$ cat config.mk
export PLATFORM = sky130hd
export DESIGN_NAME = pulse_width_byte_encoder
export DESIGN_NICKNAME = d
export VERILOG_FILES = /design/src/hdl/pwbe_pkg.sv /design/src/hdl/pwbe_front.sv /design/src/hdl/pwbe_queue.sv /design/src/hdl/pwbe_back.sv /design/src/hdl/pulse_width_byte_encoder.sv
export SDC_FILE = /design/constraint.sdc
export NUM_CORES = 1
export LEC_CHECK = 0
export BUFFER_PORTS_ARGS = -buffer_cell sky130_fd_sc_hd__buf_4
export CAP_MARGIN = 0
export CORE_MARGIN = 2
export CORE_UTILIZATION = 27
export CTS_BUF_LIST = sky130_fd_sc_hd__clkbuf_8
export DETAILED_ROUTE_END_ITERATION = 6
export HOLD_SLACK_MARGIN = 0.05
export MAX_ROUTING_LAYER = met4
export SLEW_MARGIN = 40
export SYNTH_ARGS = -nofsm -noshare
export SYNTH_HDL_FRONTEND = slang
export SYNTH_SLANG_ARGS = --single-unit
$ cat constraint.sdc
create_clock -name clk -period 3.2 [get_ports clk]
set_input_delay 0.32 -clock clk [delete_from_list [all_inputs] [get_ports clk]]
set_output_delay 0.32 -clock clk [all_outputs]
set_load 0.05 [all_outputs]
$ cat src/hdl/pwbe_pkg.sv
// ----------------------------------------------------------------------------
// pwbe_pkg: shared types and constants of the pulse-width byte encoder
// This package holds the byte descriptor, the segment width set, the register
// indexes and the slot numbering of the segment sequence.
// ----------------------------------------------------------------------------
package pwbe_pkg;

    // Register indexes on the configuration port
    localparam logic [1:0] REG_LONG  = 2'd0;
    localparam logic [1:0] REG_SHORT = 2'd1;
    localparam logic [1:0] REG_TAIL  = 2'd2;

    // Reset values of the width registers
    localparam logic [15:0] LONG_RESET  = 16'd100;
    localparam logic [15:0] SHORT_RESET = 16'd40;
    localparam logic [15:0] TAIL_RESET  = 16'd800;

    // Slot numbering of one byte's segment sequence:
    // start, sixteen data segments, two parity segments, tail
    localparam logic [4:0] SLOT_START     = 5'd0;
    localparam logic [4:0] SLOT_FIRST_BIT = 5'd1;
    localparam logic [4:0] SLOT_LAST_SYM  = 5'd18;
    localparam logic [4:0] SLOT_TAIL      = 5'd19;

    // Symbol number of the parity symbol
    localparam logic [3:0] SYM_PARITY = 4'd8;

    // One classified byte, as passed from front to back
    typedef struct packed {
        logic [7:0] cmd_byte;
        logic       parity;
        logic       first_byte;
        logic       last_byte;
    } desc_t;

    // Current segment widths
    typedef struct packed {
        logic [15:0] long_width;
        logic [15:0] short_width;
        logic [15:0] tail_width;
    } widths_t;

endpackage

$ cat src/hdl/pwbe_front.sv
// ----------------------------------------------------------------------------
// pwbe_front: input stage of the encoder
// Accepts command bytes, works out their parity symbol and holds the
// resulting descriptor until the queue takes it.
// ----------------------------------------------------------------------------
module pwbe_front
(
    input  logic          clk,
    input  logic          rst_n,
    input  logic          in_valid,
    output logic          in_ready,
    input  logic [7:0]    in_byte,
    input  logic          in_first,
    input  logic          in_last,
    output logic          desc_valid,
    input  logic          desc_ready,
    output pwbe_pkg::desc_t desc
);
    import pwbe_pkg::*;

    logic  hold_valid_reg;
    desc_t desc_reg;
    desc_t desc_next;

    // Stage is free when empty or when its word leaves this cycle
    assign in_ready   = !hold_valid_reg || desc_ready;
    assign desc_valid = hold_valid_reg;
    assign desc       = desc_reg;

    // Classify: odd number of ones sends a one as parity symbol
    always_comb
    begin
        desc_next.cmd_byte   = in_byte;
        desc_next.parity     = ^in_byte;
        desc_next.first_byte = in_first;
        desc_next.last_byte  = in_last;
    end

    always_ff @(posedge clk or negedge rst_n)
    begin
        if (!rst_n)
        begin
            hold_valid_reg <= 1'b0;
        end
        else if (in_ready)
        begin
            hold_valid_reg <= in_valid;
        end
    end

    always_ff @(posedge clk)
    begin
        if (in_valid && in_ready)
        begin
            desc_reg <= desc_next;
        end
    end

endmodule

$ cat src/hdl/pwbe_queue.sv
// ----------------------------------------------------------------------------
// pwbe_queue: two-entry descriptor queue
// Decouples the input stage from the segment sequencer so that either side
// can stall on its own.
// ----------------------------------------------------------------------------
module pwbe_queue
(
    input  logic            clk,
    input  logic            rst_n,
    input  logic            push_valid,
    output logic            push_ready,
    input  pwbe_pkg::desc_t push_desc,
    output logic            pop_valid,
    input  logic            pop_ready,
    output pwbe_pkg::desc_t pop_desc
);
    import pwbe_pkg::*;

    desc_t      entry_reg [2];
    logic       wr_ptr_reg;
    logic       rd_ptr_reg;
    logic [1:0] count_reg;
    logic [1:0] count_next;
    logic       do_push;
    logic       do_pop;

    assign push_ready = (count_reg != 2'd2);
    assign pop_valid  = (count_reg != 2'd0);
    assign pop_desc   = entry_reg[rd_ptr_reg];
    assign do_push    = push_valid && push_ready;
    assign do_pop     = pop_valid && pop_ready;

    // Occupancy update
    always_comb
    begin
        count_next = count_reg;
        if (do_push && !do_pop)
        begin
            count_next = count_reg + 2'd1;
        end
        else if (do_pop && !do_push)
        begin
            count_next = count_reg - 2'd1;
        end
    end

    always_ff @(posedge clk or negedge rst_n)
    begin
        if (!rst_n)
        begin
            wr_ptr_reg <= 1'b0;
            rd_ptr_reg <= 1'b0;
            count_reg  <= 2'd0;
        end
        else
        begin
            if (do_push)
            begin
                wr_ptr_reg <= !wr_ptr_reg;
            end
            if (do_pop)
            begin
                rd_ptr_reg <= !rd_ptr_reg;
            end
            count_reg <= count_next;
        end
    end

    // Storage
    always_ff @(posedge clk)
    begin
        if (do_push)
        begin
            entry_reg[wr_ptr_reg] <= push_desc;
        end
    end

endmodule

$ cat src/hdl/pwbe_back.sv
// ----------------------------------------------------------------------------
// pwbe_back: segment sequencer
// Steps through the segment slots of one descriptor, one per cycle while the
// output is not stalled, and drives each duration into an output register.
// ----------------------------------------------------------------------------
module pwbe_back
(
    input  logic              clk,
    input  logic              rst_n,
    input  pwbe_pkg::widths_t widths,
    input  logic              desc_valid,
    output logic              desc_ready,
    input  pwbe_pkg::desc_t   desc,
    output logic              seg_valid,
    input  logic              seg_ready,
    output logic [15:0]       seg_duration,
    output logic              seg_run_end
);
    import pwbe_pkg::*;

    logic        busy_reg;
    desc_t       cur_reg;
    logic [4:0]  slot_reg;
    logic        out_valid_reg;
    logic [15:0] out_duration_reg;
    logic        out_run_end_reg;

    logic        advance;
    logic        is_end;
    logic [4:0]  bit_slot;
    logic [3:0]  sym;
    logic        sym_bit;
    logic [15:0] duration_next;

    assign seg_valid    = out_valid_reg;
    assign seg_duration = out_duration_reg;
    assign seg_run_end  = out_run_end_reg;

    // Emit a segment whenever the output register is free or draining
    assign advance    = busy_reg && (!out_valid_reg || seg_ready);
    assign is_end     = cur_reg.last_byte ? (slot_reg == SLOT_TAIL)
                                          : (slot_reg == SLOT_LAST_SYM);
    assign desc_ready = !busy_reg || (advance && is_end);

    // Duration of the current slot; within a symbol the first half is long
    // for a one and the second half is long for a zero
    always_comb
    begin
        bit_slot = slot_reg - SLOT_FIRST_BIT;
        sym      = bit_slot[4:1];
        sym_bit  = (sym == SYM_PARITY) ? cur_reg.parity : cur_reg.cmd_byte[sym[2:0]];
        if (slot_reg == SLOT_START)
        begin
            duration_next = widths.long_width;
        end
        else if (slot_reg == SLOT_TAIL)
        begin
            duration_next = widths.tail_width;
        end
        else if (sym_bit ^ bit_slot[0])
        begin
            duration_next = widths.long_width;
        end
        else
        begin
            duration_next = widths.short_width;
        end
    end

    // Sequencer control
    always_ff @(posedge clk or negedge rst_n)
    begin
        if (!rst_n)
        begin
            busy_reg      <= 1'b0;
            slot_reg      <= SLOT_START;
            out_valid_reg <= 1'b0;
        end
        else
        begin
            if (desc_valid && desc_ready)
            begin
                busy_reg <= 1'b1;
                slot_reg <= desc.first_byte ? SLOT_START : SLOT_FIRST_BIT;
            end
            else if (advance && is_end)
            begin
                busy_reg <= 1'b0;
            end
            else if (advance)
            begin
                slot_reg <= slot_reg + 5'd1;
            end

            if (advance)
            begin
                out_valid_reg <= 1'b1;
            end
            else if (seg_ready)
            begin
                out_valid_reg <= 1'b0;
            end
        end
    end

    // Payload registers
    always_ff @(posedge clk)
    begin
        if (desc_valid && desc_ready)
        begin
            cur_reg <= desc;
        end
        if (advance)
        begin
            out_duration_reg <= duration_next;
            out_run_end_reg  <= is_end;
        end
    end

endmodule

$ cat src/hdl/pulse_width_byte_encoder.sv
// ----------------------------------------------------------------------------
// pulse_width_byte_encoder: pulse-width line code with even parity
// Path: front register, queue, segment sequencer and its output register.
// Throughput: one segment word per cycle while the output is not stalled;
// 18 to 20 words per byte (18 plus one for a start and one for a tail
// segment). Bytes are accepted back to back into a two-entry queue meanwhile.
// Reset: asynchronous, active low; clears all control state and loads the
// widths long 100, short 40, tail 800.
// ----------------------------------------------------------------------------
module pulse_width_byte_encoder
(
    input  logic        clk,
    input  logic        rst_n,
    // Input byte stream
    input  logic        s_axis_tvalid,
    output logic        s_axis_tready,
    input  logic [7:0]  s_axis_tdata,   // [7:0] cmd_byte
    input  logic        s_axis_tlast,   // last_byte
    input  logic        s_axis_tuser,   // first_byte
    // Output segment stream
    output logic        m_axis_tvalid,
    input  logic        m_axis_tready,
    output logic [15:0] m_axis_tdata,   // [15:0] duration
    output logic        m_axis_tlast,   // run_end
    // Configuration write channel
    input  logic        cfg_valid,
    output logic        cfg_ready,
    input  logic [1:0]  cfg_index,
    input  logic [15:0] cfg_data
);
    import pwbe_pkg::*;

    widths_t widths_reg;
    logic    fq_valid;
    logic    fq_ready;
    desc_t   fq_desc;
    logic    qb_valid;
    logic    qb_ready;
    desc_t   qb_desc;

    assign cfg_ready = 1'b1;

    // Width registers
    always_ff @(posedge clk or negedge rst_n)
    begin
        if (!rst_n)
        begin
            widths_reg.long_width  <= LONG_RESET;
            widths_reg.short_width <= SHORT_RESET;
            widths_reg.tail_width  <= TAIL_RESET;
        end
        else if (cfg_valid && cfg_ready)
        begin
            case (cfg_index)
                REG_LONG:  widths_reg.long_width  <= cfg_data;
                REG_SHORT: widths_reg.short_width <= cfg_data;
                REG_TAIL:  widths_reg.tail_width  <= cfg_data;
                default:   ;
            endcase
        end
    end

    // Front: accept and classify
    pwbe_front u_front
    (
        .clk        (clk),
        .rst_n      (rst_n),
        .in_valid   (s_axis_tvalid),
        .in_ready   (s_axis_tready),
        .in_byte    (s_axis_tdata),
        .in_first   (s_axis_tuser),
        .in_last    (s_axis_tlast),
        .desc_valid (fq_valid),
        .desc_ready (fq_ready),
        .desc       (fq_desc)
    );

    // Queue between front and back
    pwbe_queue u_queue
    (
        .clk        (clk),
        .rst_n      (rst_n),
        .push_valid (fq_valid),
        .push_ready (fq_ready),
        .push_desc  (fq_desc),
        .pop_valid  (qb_valid),
        .pop_ready  (qb_ready),
        .pop_desc   (qb_desc)
    );

    // Back: segment sequencer
    pwbe_back u_back
    (
        .clk          (clk),
        .rst_n        (rst_n),
        .widths       (widths_reg),
        .desc_valid   (qb_valid),
        .desc_ready   (qb_ready),
        .desc         (qb_desc),
        .seg_valid    (m_axis_tvalid),
        .seg_ready    (m_axis_tready),
        .seg_duration (m_axis_tdata),
        .seg_run_end  (m_axis_tlast)
    );

endmodule

; Yosys cells after proc, flatten, opt, wreduce, memory -nomap -nowiden
; Memories as Yosys holds them, arrays and structs flattened.
; Index checks and enable logic that the tools add are counted.
[word_totals]
reg_bits = 98
latch_bits = 0
ramBits = 22
romBits = 0
inputBits = 33
out_inout_bits = 20
word_cells = 81
memories = 1
[mem_list]
columns = name, words, word_bits, read_ports, rd_clocked_by_memory_dff, wr, line
row1 = u_queue.entry_reg, 2, 11, 1, 0, 1, pwbe_queue.sv:19  ; desc_t entry_reg [2];
[classes]
addsub = 4
mul = 0
n_div = 0
magnitude_cmp = 1
eq_ne = 7
n_shift = 0
muxes = 19
bitwise = 1
reduce_logical = 29
[op_table]
columns = op, count
row1 = $mux W16, 3
row2 = $mux W5, 3
row3 = $eq A5 B5 Y1 const B, 2
row4 = $mux W1, 10
row5 = $reduce_bool A2 Y1, 5
row6 = $reduce_and A2 Y1, 4
row7 = $reduce_xor A8 Y1, 1
row8 = $logic_and A1 B1 Y1, 7
row9 = $logic_not A1 Y1, 7
row10 = $add A5 B1 Y5 const B, 1
row11 = $logic_not A5 Y1, 1
row12 = $sub A5 B1 Y5 const B, 1
row13 = $eq A4 B4 Y1 const B, 1
row14 = $lt A3 B4 Y1 const B, 1
row15 = $mux W2, 2
row16 = $ne A2 B2 Y1 const B, 2
row17 = $bmux W1 S3, 1
row18 = $logic_or A1 B1 Y1, 3
row19 = $add A2 B1 Y2 const B, 1
row20 = $eq A2 B1 Y1 const B, 1
row21 = $eq A2 B2 Y1 const B, 1
row22 = $logic_not A2 Y1, 1
row23 = $sub A2 B1 Y2 const B, 1
row24 = $xor A1 B1 Y1, 1

; Depth between registers and ports, before layout
[depth]
depth_word = 9
ltp_mapped = 12
mapped_depth_nobuf = 10

; Hierarchy
; From an unflattened synthesis, not the netlist that was laid out.
[hier_totals]
cells_unflattened = 481
area_unflattened_um2 = 6149.6
[by_module_without_submodules]
columns = module, n_inst, cells_per_inst, area_each_um2, seq_area_each_um2
row1 = pwbe_back, 1, 303, 2874.0, 985.9
row2 = pulse_width_byte_encoder, 1, 104, 1836.8, 1211.2
row3 = pwbe_queue, 1, 52, 1003.5, 760.7
row4 = pwbe_front, 1, 22, 435.4, 355.3

; Least setup slack after synthesis
; No wires, ideal clock.
[synth_timing]
kind = reg2reg
from = register u_back.slot_reg[0]
to = register u_back.out_duration_reg[10], in the netlist u_back.seg_duration[10], data pin
setup_ns = 0.258
arrival_ns = 2.823
required_time_ns = 2.942
path_slack_ns = 0.119
stages_incl_launch_ff = 12
n_path_buf = 3
period_less_slack_ns = 3.081
cell_sequence = dfrtp_1 -> buf_2 -> clkinv_1 -> clkbuf_1 -> ha_1 -> mux2_2 -> mux2i_1 -> a32oi_1 -> o21ai_4 -> buf_2 -> mux2i_1 -> nor3_1
[synth_between]
elab_chain_cells = 8
elab_cells_between_ends = 11
classes_between = 1 x add/sub / 2 x eq/ne / 6 x mux / 1 x bitwise / 1 x reduce/logical
[synth_lines]
columns = item, line
row1 = "start, declared", pwbe_back.sv:23  ; logic [4:0] slot_reg;
row2 = "start signal, assigned", pwbe_back.sv:84  ; slot_reg <= desc.first_byte ? SLOT_START : SLOT_FIRST_BIT;
row3 = "start signal, assigned", pwbe_back.sv:92  ; slot_reg <= slot_reg + 5'd1;
row4 = $sub A5 B1 Y5, pwbe_back.sv:49  ; bit_slot = slot_reg - SLOT_FIRST_BIT;
row5 = $bmux W1 S3, pwbe_back.sv:51  ; sym_bit = (sym == SYM_PARITY) ? cur_reg.parity : cur_reg.cmd_byte[sym[2:0]];
row6 = $mux W1 (implied by the code), pwbe_back.sv:51
row7 = $mux W1, pwbe_back.sv:51
row8 = $xor A1 B1 Y1, pwbe_back.sv:60  ; else if (sym_bit ^ bit_slot[0])
row9 = $mux W16, pwbe_back.sv:60
row10 = $mux W16, pwbe_back.sv:56  ; else if (slot_reg == SLOT_TAIL)
row11 = $mux W16 *, pwbe_back.sv:52  ; if (slot_reg == SLOT_START)
row12 = net u_back.duration_next[10], pwbe_back.sv:33  ; logic [15:0] duration_next;
row13 = "end signal, assigned", pwbe_back.sv:115  ; out_duration_reg <= duration_next;
row14 = "end, declared", pwbe_back.sv:25  ; logic [15:0] out_duration_reg;
; The timed path passes the listed nets; every way through them passes the cells marked *. The select of a mux whose other input is x is not followed.
; A chain may end at the register's enable or synchronous reset.

; Final worst setup path
[layout_timing]
from = register u_back.slot_reg[0]
to = register u_back.out_duration_reg[3], in the netlist u_back.seg_duration[3], data pin
; The elaborated chain is that of the path after synthesis.

==> summary.txt <==
Run status: complete, no violations
Pin count of the biggest net entering global routing: 61
Clock tree buffer depth: 2
Internal power summed over all cells: 0.00424 W
Most common library cell in the layout ignoring fill and taps: buf_4
Count of endpoints failing hold in the final timing report: 0
Tot Pwr: 0.00726 W
Leakage power figure: 2.76 nW
Synth-to-Final Area Change: 19.9%
Max FFs per register: 48
Number of placement rows: 54
Number of global-route vias before repair: 4326
Die boundary width: 154 um
First-pass GRT wire length: 23.1 mm
Mean number of vias per cell: 5.02
Post-synthesis net count: 517
Placeable core region: 0.0220 mm^2
Power per Cell Area: 997 mW/mm^2
Share of cells above drive strength 1: 0.365
Count of routing violations after the opening detailed-route iteration: 280
Initial antenna violation count: 2
Gr usage total: 0.129
Post-synthesis cell count: 479
Transition time of the tightest slew-check pin: 786 ps
Routability-driven placement congestion ratio: 0.778
CTS Root Cell: clkbuf_8
Count of different cell masters after synthesis: 47
Clk Latency, worst-skew pair: 450 ps
Worst hold margin: 117 ps
Worst clock skew: 11.3 ps
Crit share post-route: 0.925
CTS H-Tree Depth: 4
Initial core utilization: 0.277
Unrepaired setup endpoints after global routing: no
Power share of the combinational group: 0.459
VDD IR-drop max: 0.529 mV
Data arrival time of the critical path: 3160 ps
Final antenna-violating net count: 0
CTS tree: done
Number of clock buffers inserted by TritonCTS: 17
Power spent charging and discharging nets: 0.00302 W
Number of buffers added on ports: 51
Global route overflow: 0
Post-synthesis register bit count: 120
Cell area after synthesis: 0.00607 mm^2
Number of warning messages in the yosys log: 0
Hold crit path type: in -> reg
Drt first pass iters: 5
Net count, final: 579
Post-synth EDFFs: 60
Share of async-settable or async-resettable flops after synthesis: 0.500
Number of setup buffers added after CTS: 0
Net switching share of the total power: 0.416
Sinks on the clock net: 120
Final slew viol count: 0
Commonest cells after routing, fill and taps aside: buf_4 (65), mux2_2 (61), edfxtp_1 (60), dfrtp_1 (52), nor3_1 (48)
Die area: 0.0237 mm^2
# DRC: 0
CP required: 3400 ps
Post-Route WL: 14.5 mm
Wire length per cell: 17.3 um
Crit path time final: 2960 ps
Clock input transition at the sequential cells of the worst setup and hold paths: 80 ps
Slew headroom: 0.474
Startpoint type of the worst setup path: flip-flop
Overall via count from detail_route: 4196
Mean Syn Cell Area: 12.7 um^2
Clock power share: 0.188
Ports placed on the boundary: 53
Critical path start-end classification: reg -> reg
Fmax: 338 MHz
Y dimension of the die: 154 um
Worst hold stages: 2
Critical path peak fanout: 19
Post-DP HPWL: 9.12 mm
Reg2Reg Depth: 9
Count of fill cells added during filler insertion: 2155
Type of element capturing the critical path: flip-flop
Primary flip-flop cell chosen by synthesis mapping: edfxtp_1
Fraction of the yosys area taken by sequential cells: 0.546
Final setup violation count: 0
Share of total power in sequential cells: 0.352
Maxcap violations: 0
==> area by class of cell <==
cell class	instances	area [um^2]	area share
diodes	2	5.00	0.000687
clock buffers	17	234	0.0321
clock inverters	15	158	0.0216
inverters	5	18.8	0.00258
multi-input cells	319	2580	0.355
flip-flops and latches	120	3310	0.455
well taps	280	350	0.0481
repair buffers	78	619	0.0850
==> through the flow <==
stage / cell area [um^2] / TNS [ps] / instances / setup slack (ps) / utilization
global placement: 6750 / 0 / 790 / 138 / 0.307
global route: 7280 / 0 / 836 / 17.6 / 0.332
detailed placement: 6750 / -7.21 / 790 / -7.21 / 0.307
floorplan: 6070 / 0 / 479 / 119 / -
finish: 7280 / 0 / 836 / 240 / 0.332
CTS: 7260 / 0 / 834 / 81.0 / 0.331
==> Yosys cell counts, types with 2 or more instances <==
master,n,area share
mux2_2,61,0.11
edfxtp_1,60,0.30
dfrtp_1,52,0.21
nor3_1,48,0.040
mux2i_1,38,0.063
o21ai_0,34,0.028
clkbuf_1,20,0.012
or3_1,17,0.018
o22a_1,16,0.023
or2_2,16,0.016
o221ai_2,10,0.025
xnor2_1,10,0.014
nor2_1,9,0.0056
dfstp_2,8,0.035
buf_2,7,0.0058
nand2_1,7,0.0043
o221ai_1,6,0.0087
xor2_1,6,0.0087
ha_1,5,0.010
buf_4,4,0.0049
inv_1,4,0.0025
nand2b_1,4,0.0041
buf_6,3,0.0056
nand3_1,3,0.0025
nand3b_1,3,0.0037
a21oi_1,2,0.0016
and2_1,2,0.0021
and3_1,2,0.0021
nand4_1,2,0.0021
nor2b_1,2,0.0021
o21ai_1,2,0.0016
==> path summary, 6_finish.rpt <==
path | slack (ps) | start | to
setup / recovery | 240 | u_back.slot_reg[0] | u_back.seg_duration[3]
hold / removal | 120 | cfg_data[15] | widths_reg[31]
setup reg to reg | 240 | u_back.slot_reg[0] | u_back.seg_duration[3]
hold reg to reg | 450 | u_front.desc[3] | u_queue.entry_reg[1][3]
max in group asynchronous | 2360 | rst_n | widths_reg[4]
min in group asynchronous | 400 | rst_n | u_back.seg_valid
==> worst max-delay path, stage by stage (launching register included) <==
cell and delay (ps):
dfrtp_1 500, clkinv_1 240, ha_1 310, or2_4 260
o21ai_2 180, mux2i_4 190, or4_1 570, buf_4 200
o221ai_1 180, nor3_1 80
==> power by group through the flow <==
| stage | combinational [W] | sequential (W) | clock [W] |
|---|---|---|---|
| 4_1_cts | 0.00331 | 0.00255 | 0.00141 |
| 3_3_place_gp | 0.00316 | 0.00256 | 0 |
| 3_5_place_dp | 0.00328 | 0.00258 | 0 |
| 5_1_grt | 0.00360 | 0.00262 | 0.00147 |
| 6_report | 0.00333 | 0.00256 | 0.00137 |
| 2_1_floorplan | 0.00226 | 0.00280 | 0 |
==> cells by family (layout without fill, tap and decap cells) <==
family / count (synthesis) / after routing / share of synthesized area
simple gates: 122 / 122 / 0.114
flops: 120 / 120 / 0.546
mux: 101 / 101 / 0.180
compound gates: 74 / 74 / 0.0946
buf+inv: 40 / 115 / 0.0323
xor+xnor: 16 / 16 / 0.0231
fa+ha+maj: 5 / 5 / 0.0103
other cells: 1 / 3 / 0.000617
==> per-layer routing <==
layer,up-vias,part of all wire,track usage
li1,1947,-,-
met1,2070,0.43,0.154
met2,151,0.48,0.202
met3,28,0.070,0.0369
met4,0,0.021,0.0565
met5,-,0,-
==> what timing repair did <==
action	in CTS	in global routing
gates resized for setup	1	1
hold buffers	12	0
setup endpoints to repair	10	5
hold endpoints to repair	63	0
gates cloned	0	0
(Power assumes the default switching activity.)
